`config.mk`:
```
export PLATFORM = sky130hd
export DESIGN_NAME = midpoint_ellipse_raster_flat
export DESIGN_NICKNAME = d
export VERILOG_FILES = /design/src/rtl/mer_pkg.sv /design/src/rtl/mer_tick_if.sv /design/src/rtl/mer_pixel_if.sv /design/src/rtl/midpoint_ellipse_raster.sv /design/src/flat_wrapper.sv
export SDC_FILE = /design/constraint.sdc
export NUM_CORES = 2
export LEC_CHECK = 0
export BUFFER_PORTS_ARGS = -buffer_cell sky130_fd_sc_hd__buf_2
export CORE_MARGIN = 10
export CORE_UTILIZATION = 60
export CTS_CLUSTER_SIZE = 24
export DETAILED_ROUTE_END_ITERATION = 10
export PLACE_DENSITY_LB_ADDON = 0.2
export SYNTH_ARGS = -nofsm -noshare
export SYNTH_HDL_FRONTEND = slang
export SYNTH_SLANG_ARGS = --single-unit
```
`constraint.sdc`:
```
create_clock -name clk -period 19.7 [get_ports clk]
set_clock_uncertainty 0.15 [all_clocks]
set_input_delay 1.97 -clock clk [delete_from_list [all_inputs] [get_ports clk]]
set_output_delay 1.97 -clock clk [all_outputs]
set_load 0.05 [all_outputs]
```
`src/rtl/mer_pkg.sv`:
```
// ----------------------------------------------------------------------------
// Midpoint ellipse raster package
// Widths, control word layout and the microprogram of the ellipse sequencer.
// ----------------------------------------------------------------------------
package mer_pkg;

	localparam int DEF_RADIUS_BITS = 10;
	localparam int DEF_COORD_BITS  = 13;
	localparam int CENTER_W        = 12;
	localparam int PC_W            = 5;

	typedef enum logic [1:0] {
		REG_CENTER_X = 2'd0,
		REG_CENTER_Y = 2'd1,
		REG_RADIUS_X = 2'd2,
		REG_RADIUS_Y = 2'd3
	} cfg_reg_t;

	typedef enum logic [3:0] {
		PH_IDLE    = 4'b0001,
		PH_REGION1 = 4'b0010,
		PH_REGION2 = 4'b0100,
		PH_DONE    = 4'b1000
	} phase_t;

	typedef enum logic [3:0] {
		MUL_NONE, MUL_RXRX, MUL_RYRY, MUL_RXSQ_RY, MUL_RYSQ_X, MUL_RXSQ_Y,
		MUL_RYSQ_TX, MUL_TX_TX, MUL_YD_YS, MUL_RXSQ_T, MUL_RYSQ_T
	} mul_sel_t;

	typedef enum logic [1:0] {XY_NONE, XY_INIT, XY_XINC, XY_YDEC} xy_op_t;

	typedef enum logic [2:0] {
		AUX_NONE, AUX_W_RXSQ, AUX_W_RYSQ, AUX_T_LOAD, AUX_FLAG_DNEG, AUX_FLAG_DLE0
	} aux_op_t;

	typedef enum logic [2:0] {
		D_NONE, D_START, D_ADD_SH2, D_SUB_SH3, D_LOAD_SH2, D_ADD, D_ADD_SH3, D_R2
	} d_op_t;

	typedef enum logic [1:0] {PHW_KEEP, PHW_START, PHW_R2, PHW_DONE} ph_op_t;

	typedef enum logic [2:0] {J_NONE, J_ALWAYS, J_R1FAIL, J_FLAG, J_NFLAG, J_YZERO} jmp_t;

	typedef enum logic [2:0] {EM_NONE, EM_Q0, EM_Q1, EM_Q2, EM_Q3, EM_FIN} emit_t;

	typedef struct packed {
		mul_sel_t         mul;
		xy_op_t           xy;
		aux_op_t          aux;
		d_op_t            dop;
		ph_op_t           ph;
		jmp_t             jmp;
		logic [PC_W-1:0]  target;
		emit_t            emit;
		logic             done;
	} uword_t;

	localparam logic [PC_W-1:0] A_START    = 5'd0;
	localparam logic [PC_W-1:0] A_S1       = 5'd1;
	localparam logic [PC_W-1:0] A_S2       = 5'd2;
	localparam logic [PC_W-1:0] A_S3       = 5'd3;
	localparam logic [PC_W-1:0] A_R1_TEST  = 5'd4;
	localparam logic [PC_W-1:0] A_R1_CMP   = 5'd5;
	localparam logic [PC_W-1:0] A_R1_BR    = 5'd6;
	localparam logic [PC_W-1:0] A_R1_STEP  = 5'd7;
	localparam logic [PC_W-1:0] A_R1_MX    = 5'd8;
	localparam logic [PC_W-1:0] A_R1_DX    = 5'd9;
	localparam logic [PC_W-1:0] A_R1_YDEC  = 5'd10;
	localparam logic [PC_W-1:0] A_R1_MY    = 5'd11;
	localparam logic [PC_W-1:0] A_R1_DY    = 5'd12;
	localparam logic [PC_W-1:0] A_R2_I0    = 5'd13;
	localparam logic [PC_W-1:0] A_R2_I1    = 5'd14;
	localparam logic [PC_W-1:0] A_R2_I2    = 5'd15;
	localparam logic [PC_W-1:0] A_R2_I3    = 5'd16;
	localparam logic [PC_W-1:0] A_R2_I4    = 5'd17;
	localparam logic [PC_W-1:0] A_R2       = 5'd18;
	localparam logic [PC_W-1:0] A_R2_TEST  = 5'd19;
	localparam logic [PC_W-1:0] A_R2_BR    = 5'd20;
	localparam logic [PC_W-1:0] A_R2_XINC  = 5'd21;
	localparam logic [PC_W-1:0] A_R2_MX    = 5'd22;
	localparam logic [PC_W-1:0] A_R2_DX    = 5'd23;
	localparam logic [PC_W-1:0] A_R2_MY    = 5'd24;
	localparam logic [PC_W-1:0] A_R2_DY    = 5'd25;
	localparam logic [PC_W-1:0] A_EMIT0    = 5'd26;
	localparam logic [PC_W-1:0] A_EMIT1    = 5'd27;
	localparam logic [PC_W-1:0] A_EMIT2    = 5'd28;
	localparam logic [PC_W-1:0] A_EMIT3    = 5'd29;
	localparam logic [PC_W-1:0] A_FIN      = 5'd30;

	localparam uword_t UW_NOP = '{
		mul: MUL_NONE, xy: XY_NONE, aux: AUX_NONE, dop: D_NONE, ph: PHW_KEEP,
		jmp: J_NONE, target: A_START, emit: EM_NONE, done: 1'b0
	};

	function automatic uword_t urom(input logic [PC_W-1:0] addr);
		uword_t w;
		w = UW_NOP;
		case (addr)
			A_START: begin
				w.mul = MUL_RXRX;
				w.xy  = XY_INIT;
			end
			A_S1: begin
				w.mul = MUL_RYRY;
				w.aux = AUX_W_RXSQ;
			end
			A_S2: begin
				w.mul = MUL_RXSQ_RY;
				w.aux = AUX_W_RYSQ;
			end
			A_S3: begin
				w.dop  = D_START;
				w.ph   = PHW_START;
				w.done = 1'b1;
			end
			A_R1_TEST: w.mul = MUL_RYSQ_X;
			A_R1_CMP: begin
				w.mul = MUL_RXSQ_Y;
				w.aux = AUX_T_LOAD;
			end
			A_R1_BR: begin
				w.jmp    = J_R1FAIL;
				w.target = A_R2_I0;
			end
			A_R1_STEP: begin
				w.aux = AUX_FLAG_DNEG;
				w.xy  = XY_XINC;
			end
			A_R1_MX: w.mul = MUL_RYSQ_TX;
			A_R1_DX: begin
				w.dop    = D_ADD_SH2;
				w.jmp    = J_FLAG;
				w.target = A_EMIT0;
			end
			A_R1_YDEC: w.xy = XY_YDEC;
			A_R1_MY: w.mul = MUL_RXSQ_Y;
			A_R1_DY: begin
				w.dop    = D_SUB_SH3;
				w.jmp    = J_ALWAYS;
				w.target = A_EMIT0;
			end
			A_R2_I0: w.mul = MUL_YD_YS;
			A_R2_I1: begin
				w.mul = MUL_TX_TX;
				w.aux = AUX_T_LOAD;
			end
			A_R2_I2: begin
				w.mul = MUL_RXSQ_T;
				w.aux = AUX_T_LOAD;
			end
			A_R2_I3: begin
				w.mul = MUL_RYSQ_T;
				w.dop = D_LOAD_SH2;
			end
			A_R2_I4: begin
				w.dop = D_ADD;
				w.ph  = PHW_R2;
			end
			A_R2: begin
				w.jmp    = J_YZERO;
				w.target = A_FIN;
			end
			A_R2_TEST: begin
				w.aux = AUX_FLAG_DLE0;
				w.xy  = XY_YDEC;
			end
			A_R2_BR: begin
				w.jmp    = J_NFLAG;
				w.target = A_R2_MY;
			end
			A_R2_XINC: w.xy = XY_XINC;
			A_R2_MX: w.mul = MUL_RYSQ_X;
			A_R2_DX: w.dop = D_ADD_SH3;
			A_R2_MY: w.mul = MUL_RXSQ_Y;
			A_R2_DY: w.dop = D_R2;
			A_EMIT0: w.emit = EM_Q0;
			A_EMIT1: w.emit = EM_Q1;
			A_EMIT2: w.emit = EM_Q2;
			A_EMIT3: begin
				w.emit = EM_Q3;
				w.done = 1'b1;
			end
			A_FIN: begin
				w.emit = EM_FIN;
				w.ph   = PHW_DONE;
				w.done = 1'b1;
			end
			default: w = UW_NOP;
		endcase
		return w;
	endfunction

endpackage

```
`src/rtl/mer_tick_if.sv`:
```
// ----------------------------------------------------------------------------
// Tick channel
// Valid/ready channel carrying one start-or-advance request per transaction.
// ----------------------------------------------------------------------------
interface mer_tick_if;
	logic valid;
	logic ready;
	logic start_req;

	modport source (output valid, output start_req, input ready);
	modport sink (input valid, input start_req, output ready);
endinterface

```
`src/rtl/mer_pixel_if.sv`:
```
// ----------------------------------------------------------------------------
// Pixel channel
// Valid/ready channel carrying one plotted pixel or completion mark.
// ----------------------------------------------------------------------------
interface mer_pixel_if
	import mer_pkg::*;
#(
	parameter int COORD_BITS = DEF_COORD_BITS
);
	logic                         valid;
	logic                         ready;
	logic signed [COORD_BITS-1:0] pixel_x;
	logic signed [COORD_BITS-1:0] pixel_y;
	logic                         last;
	logic                         finished;

	modport source (output valid, output pixel_x, output pixel_y, output last,
		output finished, input ready);
	modport sink (input valid, input pixel_x, input pixel_y, input last,
		input finished, output ready);
endinterface

```
`src/rtl/midpoint_ellipse_raster.sv`:
```
// ----------------------------------------------------------------------------
// Midpoint ellipse raster
// Two-region midpoint ellipse stepper run by a small microprogram over one
// shared multiplier and a scaled integer decision accumulator.
// ----------------------------------------------------------------------------
//  channel  direction  carries
//  tick     in         start_req
//  pixel    out        pixel_x, pixel_y, last, finished
//  cfg      in         cfg_we, cfg_index, cfg_data
//
// A start transaction, a region 1 step, the region handover and a region 2
// step each run as a microprogram sequence over the single multiplier, and
// each region step ends by emitting its four pixels; a completion tick that
// ends region 2 first passes the y test of region 2.
// Every pixel cycle waits while the output register is full and not taken.
// Reset clears the configuration, the phase and the sequencer.
// ----------------------------------------------------------------------------
module midpoint_ellipse_raster
	import mer_pkg::*;
#(
	parameter int RADIUS_BITS = DEF_RADIUS_BITS,
	parameter int COORD_BITS  = DEF_COORD_BITS
) (
	input  logic clk,
	input  logic arst_n,
	mer_tick_if.sink tick,
	mer_pixel_if.source pixel,
	input  logic cfg_we,
	input  logic [1:0] cfg_index,
	input  logic [((RADIUS_BITS > CENTER_W) ? RADIUS_BITS : CENTER_W)-1:0] cfg_data
);

	localparam int R     = RADIUS_BITS;
	localparam int C     = COORD_BITS;
	localparam int XW    = R + 1;
	localparam int SQ_W  = 2 * R;
	localparam int MA_W  = 2 * R + 1;
	localparam int MB_W  = 2 * R + 8;
	localparam int P_W   = MA_W + MB_W;
	localparam int D_W   = 4 * R + 4;
	localparam int YDW   = R + 3;
	localparam int SW_A  = (C > CENTER_W + 1) ? C : CENTER_W + 1;
	localparam int SUM_W = (SW_A > R + 2) ? SW_A : R + 2;

	logic signed [CENTER_W-1:0] cfg_cx_q, cfg_cy_q;
	logic [R-1:0]               cfg_rx_q, cfg_ry_q;

	logic signed [CENTER_W-1:0] cx_q, cy_q;
	logic [R-1:0]               ry_q;
	logic [SQ_W-1:0]            rxsq_q, rysq_q;
	logic [XW-1:0]              x_q, y_q;
	logic [D_W-1:0]             d_q;
	logic signed [P_W-1:0]      t_q, prod_q;
	logic                       flag_q;
	phase_t                     phase_q;
	logic                       busy_q;
	logic [PC_W-1:0]            pc_q;

	logic                       out_valid_q;
	logic [C-1:0]               out_x_q, out_y_q;
	logic                       out_last_q, out_fin_q;

	uword_t                     uw;
	logic                       out_free, exec, take_jump;
	logic [XW:0]                tx;
	logic [YDW-1:0]             yd, ys;
	logic signed [MA_W-1:0]     mul_a;
	logic signed [MB_W-1:0]     mul_b;
	logic [D_W-1:0]             pd, rxsq4;
	logic [SUM_W-1:0]           cx_w, cy_w, x_w, y_w;
	logic [SUM_W-1:0]           xp, xm, yp, ym;

	assign uw       = urom(pc_q);
	assign out_free = !out_valid_q || pixel.ready;
	assign exec     = busy_q && ((uw.emit == EM_NONE) || out_free);

	assign tick.ready     = !busy_q;
	assign pixel.valid    = out_valid_q;
	assign pixel.pixel_x  = out_x_q;
	assign pixel.pixel_y  = out_y_q;
	assign pixel.last     = out_last_q;
	assign pixel.finished = out_fin_q;

	assign tx = {x_q, 1'b1};
	assign yd = YDW'(y_q) - YDW'(1) - YDW'(ry_q);
	assign ys = YDW'(y_q) - YDW'(1) + YDW'(ry_q);

	always_comb begin
		mul_a = '0;
		mul_b = '0;
		case (uw.mul)
			MUL_RXRX: begin
				mul_a = MA_W'(cfg_rx_q);
				mul_b = MB_W'(cfg_rx_q);
			end
			MUL_RYRY: begin
				mul_a = MA_W'(cfg_ry_q);
				mul_b = MB_W'(cfg_ry_q);
			end
			MUL_RXSQ_RY: begin
				mul_a = MA_W'(rxsq_q);
				mul_b = MB_W'(ry_q);
			end
			MUL_RYSQ_X: begin
				mul_a = MA_W'(rysq_q);
				mul_b = MB_W'(x_q);
			end
			MUL_RXSQ_Y: begin
				mul_a = MA_W'(rxsq_q);
				mul_b = MB_W'(y_q);
			end
			MUL_RYSQ_TX: begin
				mul_a = MA_W'(rysq_q);
				mul_b = MB_W'(tx);
			end
			MUL_TX_TX: begin
				mul_a = MA_W'(tx);
				mul_b = MB_W'(tx);
			end
			MUL_YD_YS: begin
				mul_a = MA_W'($signed(yd));
				mul_b = MB_W'($signed(ys));
			end
			MUL_RXSQ_T: begin
				mul_a = MA_W'(rxsq_q);
				mul_b = t_q[MB_W-1:0];
			end
			MUL_RYSQ_T: begin
				mul_a = MA_W'(rysq_q);
				mul_b = t_q[MB_W-1:0];
			end
			default: begin
				mul_a = '0;
				mul_b = '0;
			end
		endcase
	end

	assign pd    = prod_q[D_W-1:0];
	assign rxsq4 = D_W'({rxsq_q, 2'b00});

	always_comb begin
		case (uw.jmp)
			J_ALWAYS: take_jump = 1'b1;
			J_R1FAIL: take_jump = (t_q > prod_q);
			J_FLAG:   take_jump = flag_q;
			J_NFLAG:  take_jump = !flag_q;
			J_YZERO:  take_jump = (y_q == '0);
			default:  take_jump = 1'b0;
		endcase
	end

	assign cx_w = SUM_W'(cx_q);
	assign cy_w = SUM_W'(cy_q);
	assign x_w  = SUM_W'(x_q);
	assign y_w  = SUM_W'(y_q);
	assign xp   = cx_w + x_w;
	assign xm   = cx_w - x_w;
	assign yp   = cy_w + y_w;
	assign ym   = cy_w - y_w;

	always_ff @(posedge clk or negedge arst_n) begin
		if (!arst_n) begin
			cfg_cx_q <= '0;
			cfg_cy_q <= '0;
			cfg_rx_q <= '0;
			cfg_ry_q <= '0;
		end else if (cfg_we) begin
			case (cfg_reg_t'(cfg_index))
				REG_CENTER_X: cfg_cx_q <= cfg_data[CENTER_W-1:0];
				REG_CENTER_Y: cfg_cy_q <= cfg_data[CENTER_W-1:0];
				REG_RADIUS_X: cfg_rx_q <= cfg_data[R-1:0];
				REG_RADIUS_Y: cfg_ry_q <= cfg_data[R-1:0];
				default: ;
			endcase
		end
	end

	always_ff @(posedge clk or negedge arst_n) begin
		if (!arst_n) begin
			busy_q  <= 1'b0;
			pc_q    <= A_START;
			phase_q <= PH_IDLE;
		end else begin
			if (tick.valid && !busy_q) begin
				if (tick.start_req) begin
					busy_q <= 1'b1;
					pc_q   <= A_START;
				end else begin
					case (phase_q)
						PH_REGION1: begin
							busy_q <= 1'b1;
							pc_q   <= A_R1_TEST;
						end
						PH_REGION2: begin
							busy_q <= 1'b1;
							pc_q   <= A_R2;
						end
						PH_DONE: begin
							busy_q <= 1'b1;
							pc_q   <= A_FIN;
						end
						default: busy_q <= 1'b0;
					endcase
				end
			end else if (exec) begin
				pc_q <= take_jump ? uw.target : pc_q + PC_W'(1);
				if (uw.done) begin
					busy_q <= 1'b0;
				end
				case (uw.ph)
					PHW_START: phase_q <= (ry_q == '0) ? PH_DONE : PH_REGION1;
					PHW_R2:    phase_q <= PH_REGION2;
					PHW_DONE:  phase_q <= PH_DONE;
					default:   phase_q <= phase_q;
				endcase
			end
		end
	end

	always_ff @(posedge clk) begin
		if (exec) begin
			if (uw.mul != MUL_NONE) begin
				prod_q <= mul_a * mul_b;
			end
			case (uw.xy)
				XY_INIT: begin
					x_q  <= '0;
					y_q  <= XW'(cfg_ry_q);
					ry_q <= cfg_ry_q;
					cx_q <= cfg_cx_q;
					cy_q <= cfg_cy_q;
				end
				XY_XINC: x_q <= x_q + XW'(1);
				XY_YDEC: y_q <= y_q - XW'(1);
				default: ;
			endcase
			case (uw.aux)
				AUX_W_RXSQ:    rxsq_q <= prod_q[SQ_W-1:0];
				AUX_W_RYSQ:    rysq_q <= prod_q[SQ_W-1:0];
				AUX_T_LOAD:    t_q    <= prod_q;
				AUX_FLAG_DNEG: flag_q <= d_q[D_W-1];
				AUX_FLAG_DLE0: flag_q <= d_q[D_W-1] || (d_q == '0);
				default: ;
			endcase
			case (uw.dop)
				D_START:    d_q <= D_W'({rysq_q, 2'b00}) + D_W'(rxsq_q)
					- {pd[D_W-3:0], 2'b00};
				D_ADD_SH2:  d_q <= d_q + {pd[D_W-3:0], 2'b00};
				D_SUB_SH3:  d_q <= d_q - {pd[D_W-4:0], 3'b000};
				D_LOAD_SH2: d_q <= {pd[D_W-3:0], 2'b00};
				D_ADD:      d_q <= d_q + pd;
				D_ADD_SH3:  d_q <= d_q + {pd[D_W-4:0], 3'b000};
				D_R2:       d_q <= d_q + rxsq4 - {pd[D_W-4:0], 3'b000};
				default: ;
			endcase
		end
	end

	always_ff @(posedge clk or negedge arst_n) begin
		if (!arst_n) begin
			out_valid_q <= 1'b0;
		end else if (exec && (uw.emit != EM_NONE)) begin
			out_valid_q <= 1'b1;
		end else if (pixel.ready) begin
			out_valid_q <= 1'b0;
		end
	end

	always_ff @(posedge clk) begin
		if (exec) begin
			case (uw.emit)
				EM_Q0: begin
					out_x_q    <= xp[C-1:0];
					out_y_q    <= yp[C-1:0];
					out_last_q <= 1'b0;
					out_fin_q  <= 1'b0;
				end
				EM_Q1: begin
					out_x_q    <= xp[C-1:0];
					out_y_q    <= ym[C-1:0];
					out_last_q <= 1'b0;
					out_fin_q  <= 1'b0;
				end
				EM_Q2: begin
					out_x_q    <= xm[C-1:0];
					out_y_q    <= yp[C-1:0];
					out_last_q <= 1'b0;
					out_fin_q  <= 1'b0;
				end
				EM_Q3: begin
					out_x_q    <= xm[C-1:0];
					out_y_q    <= ym[C-1:0];
					out_last_q <= 1'b1;
					out_fin_q  <= 1'b0;
				end
				EM_FIN: begin
					out_x_q    <= '0;
					out_y_q    <= '0;
					out_last_q <= 1'b1;
					out_fin_q  <= 1'b1;
				end
				default: ;
			endcase
		end
	end

endmodule
```
`src/flat_wrapper.sv`:
```
// flat-port wrapper written by rule: the top's interface ports become plain ports
module midpoint_ellipse_raster_flat import mer_pkg::*;
#(
	parameter int RADIUS_BITS = DEF_RADIUS_BITS,
	parameter int COORD_BITS  = DEF_COORD_BITS
)
  (clk, arst_n, cfg_we, cfg_index, cfg_data, tick_valid, tick_start_req, tick_ready, pixel_valid, pixel_pixel_x, pixel_pixel_y, pixel_last, pixel_finished, pixel_ready);
  mer_tick_if tick_i ();
  mer_pixel_if #(.COORD_BITS(COORD_BITS)) pixel_i ();
  input  logic clk;
  input  logic arst_n;
  input  logic cfg_we;
  input  logic [1:0] cfg_index;
  input  logic [((RADIUS_BITS > CENTER_W) ? RADIUS_BITS : CENTER_W)-1:0] cfg_data;
  input wire logic [$bits(tick_i.valid)-1:0] tick_valid;
  input wire logic [$bits(tick_i.start_req)-1:0] tick_start_req;
  output wire logic [$bits(tick_i.ready)-1:0] tick_ready;
  output wire logic [$bits(pixel_i.valid)-1:0] pixel_valid;
  output wire logic [$bits(pixel_i.pixel_x)-1:0] pixel_pixel_x;
  output wire logic [$bits(pixel_i.pixel_y)-1:0] pixel_pixel_y;
  output wire logic [$bits(pixel_i.last)-1:0] pixel_last;
  output wire logic [$bits(pixel_i.finished)-1:0] pixel_finished;
  input wire logic [$bits(pixel_i.ready)-1:0] pixel_ready;
  assign tick_i.valid = tick_valid;
  assign tick_i.start_req = tick_start_req;
  assign tick_ready = tick_i.ready;
  assign pixel_valid = pixel_i.valid;
  assign pixel_pixel_x = pixel_i.pixel_x;
  assign pixel_pixel_y = pixel_i.pixel_y;
  assign pixel_last = pixel_i.last;
  assign pixel_finished = pixel_i.finished;
  assign pixel_i.ready = pixel_ready;
  midpoint_ellipse_raster #(.RADIUS_BITS(RADIUS_BITS), .COORD_BITS(COORD_BITS)) u_core (.clk(clk), .arst_n(arst_n), .tick(tick_i), .pixel(pixel_i), .cfg_we(cfg_we), .cfg_index(cfg_index), .cfg_data(cfg_data));
endmodule
```
==> impl_results.md <==
* Status: finished, final reports clean
* Post-synth EDFFs at roughly 270
* WL per Instance at roughly 23 um
* Period utilization at between 50% and 60%
* GP Congestion at about 0.98
* Clock transition at path regs at about 70 ps
* Crit path max fanout at 30
* Die area at around 0.097 mm^2
* Final hold violation count at 0
* Setup CP Type: flip-flop to flip-flop
* Synth Area in Adders at between 30% and 40%
* Maximum clock rate at between 80 and 90 MHz
* Flop2flop setup slack at between 7000 and 8000 ps
* Largest family of logic cells by synthesized area: adder cells
* Sequential element share of the synthesized area at a little under a fifth
* Clock root buffer: clkbuf_16
* Port bufs at 49
* Worst setup path end: u_core.prod_q[40]
* Synthesized area at between 0.05 and 0.06 mm^2
* R2R cell count at 35
* Top_reg_cell synth: edfxtp_1
* Die width at 312 um
* Worst Path Required at 19860 ps
* I/O pin count at 50
* Largest net degree at the start of global routing at between 50 and 60
* Core ar. at around 0.084 mm^2
* Synth top area share at between 20% and 30%
* N_diodes at 0
* Arrival time worst endpoint at approximately 12000 ps
* #FFs+latches synth at 322
* Synth Area in Compound Gates at 16.2%
* Setup Fix Bufs, Post-CTS at 0
* Most frequent CP cell: fa_1
* Max cap viols at 0
* Rows at roughly 110
* Crit Reg-Reg Endpoint: u_core.prod_q[40]
* Number of global-route vias before repair at approximately 42k
* Synth unique cells at 99
* Vias at 42.8k
* Critical register-to-register path startpoint: u_core.pc_q[4]
* Post-CTS Hold Buffers at 0
* Worst path max stage delay at 940 ps
* Final setup TNS at 0 ps
* Critical Path Start: u_core.pc_q[4]
* Mean post-synth cell area at 8.85 um^2
* Worst Tran Pin Value at 1160 ps
* Finished Cell Area at ~0.054 mm^2
* First-pass GRT wire length at ~250000 um
* Cells after Synth at around 5.8k
* Initial DRT Pass Iterations at 6
* Post-route ant nets at 0
* Drt total wl at ~160000 um
* CTS resizes at 0
* CTS buffer count at 37
* CTS sink cnt at 322
* Clk buf depth at 3
* Post-Synth Simple-Gate Area at a little over an eighth
* Post-synth ARST share at 17.1%
* Die Y at 312 um
* Initial Utilization at between 60 and 70%
* Class of the worst hold path: flip-flop to flip-flop
* Routed vias/inst at around 6.2
* Crit-path slowest cell: dfrtp_1
* # H-tree levels at 2
* Hpwl dp at between 100000 and 150000 um
* Area growth syn-to-layout at 5.45%
* GR Overflow Total at 0
* Multiplexer area fraction after synthesis at 1.63%
* Area contributors post-synth: fa_1 (24%), edfxtp_1 (16%), ha_1 (11%), inv_1 (7.1%), nand2_1 (4.4%)
* Tot GR Track Use at between 30 and 40%
* Synth warnings at 0
* CTS tree: built
* Critical path endpoint category: flip-flop
* Unrepaired setup endpoints after global routing: no
* Slew HR at ~23%
* Layout cells sized above 1 at between 5 and 6%
* Layout Nets at a little under 7k
* Final Max Slew Viols at 0
* Placed Cells at ~7k
* Number of remaining DRC errors at 0
* Initial antenna violation count at 2
* Clock latency at the later pin of the worst-skew pair at 580 ps
* Synth area leader: fa_1
* Iteration-0 DRC Markers at around 4.8k
* Placed instance area at roughly 0.053 mm^2
* Final-report setup violation count at 0
* Final cell count without fillers at approximately 6.9k
* Post-synthesis xor/xnor area fraction at 5.62%
* Tmin final at between 10000 and 15000 ps
* CP Launch Type: flip-flop
* Syn nets at between 6k and 7k
[final cells by class]
| class | count | area [um^2] |
|---|---|---|
| Fill cell | 7259 | 30200 |
| Timing Repair Buffer | 138 | 911 |
| Inverter | 963 | 3610 |
| Sequential cell | 322 | 9400 |
| Multi-Input combinational cell | 4269 | 37300 |
| Clock inverter | 25 | 319 |
| Tap cell | 1134 | 1420 |
| Clock buffer | 42 | 955 |
[cells in the mapped netlist (13+ instances only)]
| master | instances |
|---|---|
| xor2_1 | 108 |
| inv_1 | 961 |
| o21bai_1 | 46 |
| xnor2_1 | 220 |
| a22oi_1 | 24 |
| nand2_1 | 604 |
| nor2_1 | 372 |
| buf_2 | 82 |
| a21oi_1 | 362 |
| nand4_1 | 57 |
| a221o_1 | 19 |
| ha_1 | 459 |
| or2_2 | 16 |
| nor2b_1 | 45 |
| o22ai_1 | 16 |
| o31ai_1 | 18 |
| a222oi_1 | 13 |
| o21ai_0 | 252 |
| buf_1 | 17 |
| clkbuf_1 | 115 |
| a221oi_1 | 36 |
| mux2i_1 | 20 |
| nand2b_1 | 40 |
| and3_1 | 38 |
| and2_1 | 78 |
| a21boi_0 | 15 |
| nand3_1 | 84 |
| mux2_2 | 56 |
| a21o_1 | 179 |
| dfrtp_1 | 54 |
| a211oi_1 | 30 |
| nor3_1 | 90 |
| edfxtp_1 | 267 |
| nor4_1 | 29 |
| o21a_1 | 35 |
| fa_1 | 620 |
| o211ai_1 | 21 |
| a31oi_1 | 31 |
| or3_1 | 32 |
[registers in the layout (all words and copies together), names as in the netlist, 5 cells and up]
name / count
u_core.cfg_cy_q: 12
u_core.cfg_ry_q: 10
u_core.y_q: 11
u_core.rysq_q: 20
u_core.x_q: 11
u_core.pixel.pixel_x: 13
u_core.t_q: 49
u_core.cfg_rx_q: 10
u_core.d_q: 44
u_core.cfg_cx_q: 12
u_core.pc_q: 5
u_core.cy_q: 12
u_core.rxsq_q: 20
u_core.ry_q: 10
u_core.cx_q: 12
u_core.prod_q: 49
u_core.pixel.pixel_y: 13
[metrics by stage]
step | hold WS (ps) | worst slack, ps | utilization [%]
finish | 279 | 7920 | 64.1
global route | 296 | 7270 | 64.1
CTS | 277 | 8060 | 64.1
detailed placement | 278 | 8100 | 62.5
global placement | 274 | 8350 | 62.5
floorplan | 269 | 9810 | -
[layout by cell type (no fill, tap or decap), drive strengths merged, types with 45 or more instances in the layout]
cell    synthesis  routed
a21o          180     180
o21ai         264     264
o21bai         46      46
nor2          372     372
a21oi         364     364
nor3           90      90
buf           101     137
nand4          57      57
nand2         604     604
nand3          84      84
inv           963     969
nor2b          45      45
and2           78      78
edfxtp        267     267
fa            620     620
mux2           56      56
ha            459     459
xnor2         220     220
dfrtp          54      54
xor2          108     108
[per-layer routing]
| metal | global-route usage (%) | routed length [um] |
|---|---|---|
| met5 | 0 | 0 |
| met4 | 11.6 | 6430 |
| met2 | 47.9 | 68200 |
| met1 | 45.9 | 66600 |
| met3 | 7.85 | 19400 |
[logic make-up after synthesis]
logic type / after synthesis
xor+xnor: 328
mux: 76
buf+inv: 1179
simple gates: 1530
compound gates: 1256
fa+ha+maj: 1079
flops: 322
[worst max-delay path: cells and delay by family (launching register included)]
family / cells / cell delay, ps
adders and majority gates: 8 / 3820
AOI/OAI and AO/OA: 12 / 3360
and+or+nand+nor: 7 / 2160
DFF: 1 / 940
buffers and inverters: 7 / 890
xor gates and xnor gates: 1 / 160
[worst min path at each step]
stage | endpoint | slack (ps) | cells after the start | start
detailed placement | u_core.cx_q[9] | 280 | 0 | u_core.cfg_cx_q[9]
finish | u_core.cy_q[5] | 280 | 0 | u_core.cfg_cy_q[5]
global placement | u_core.cy_q[4] | 270 | 0 | u_core.cfg_cy_q[4]
global route | u_core.cy_q[3] | 300 | 0 | u_core.cfg_cy_q[3]
CTS | u_core.cy_q[5] | 280 | 0 | u_core.cfg_cy_q[5]
floorplan | u_core.cy_q[0] | 270 | 0 | u_core.cfg_cy_q[0]
Power is not shown: default switching activity piles up to over one toggle a cycle in this logic, so the estimate is an artifact.
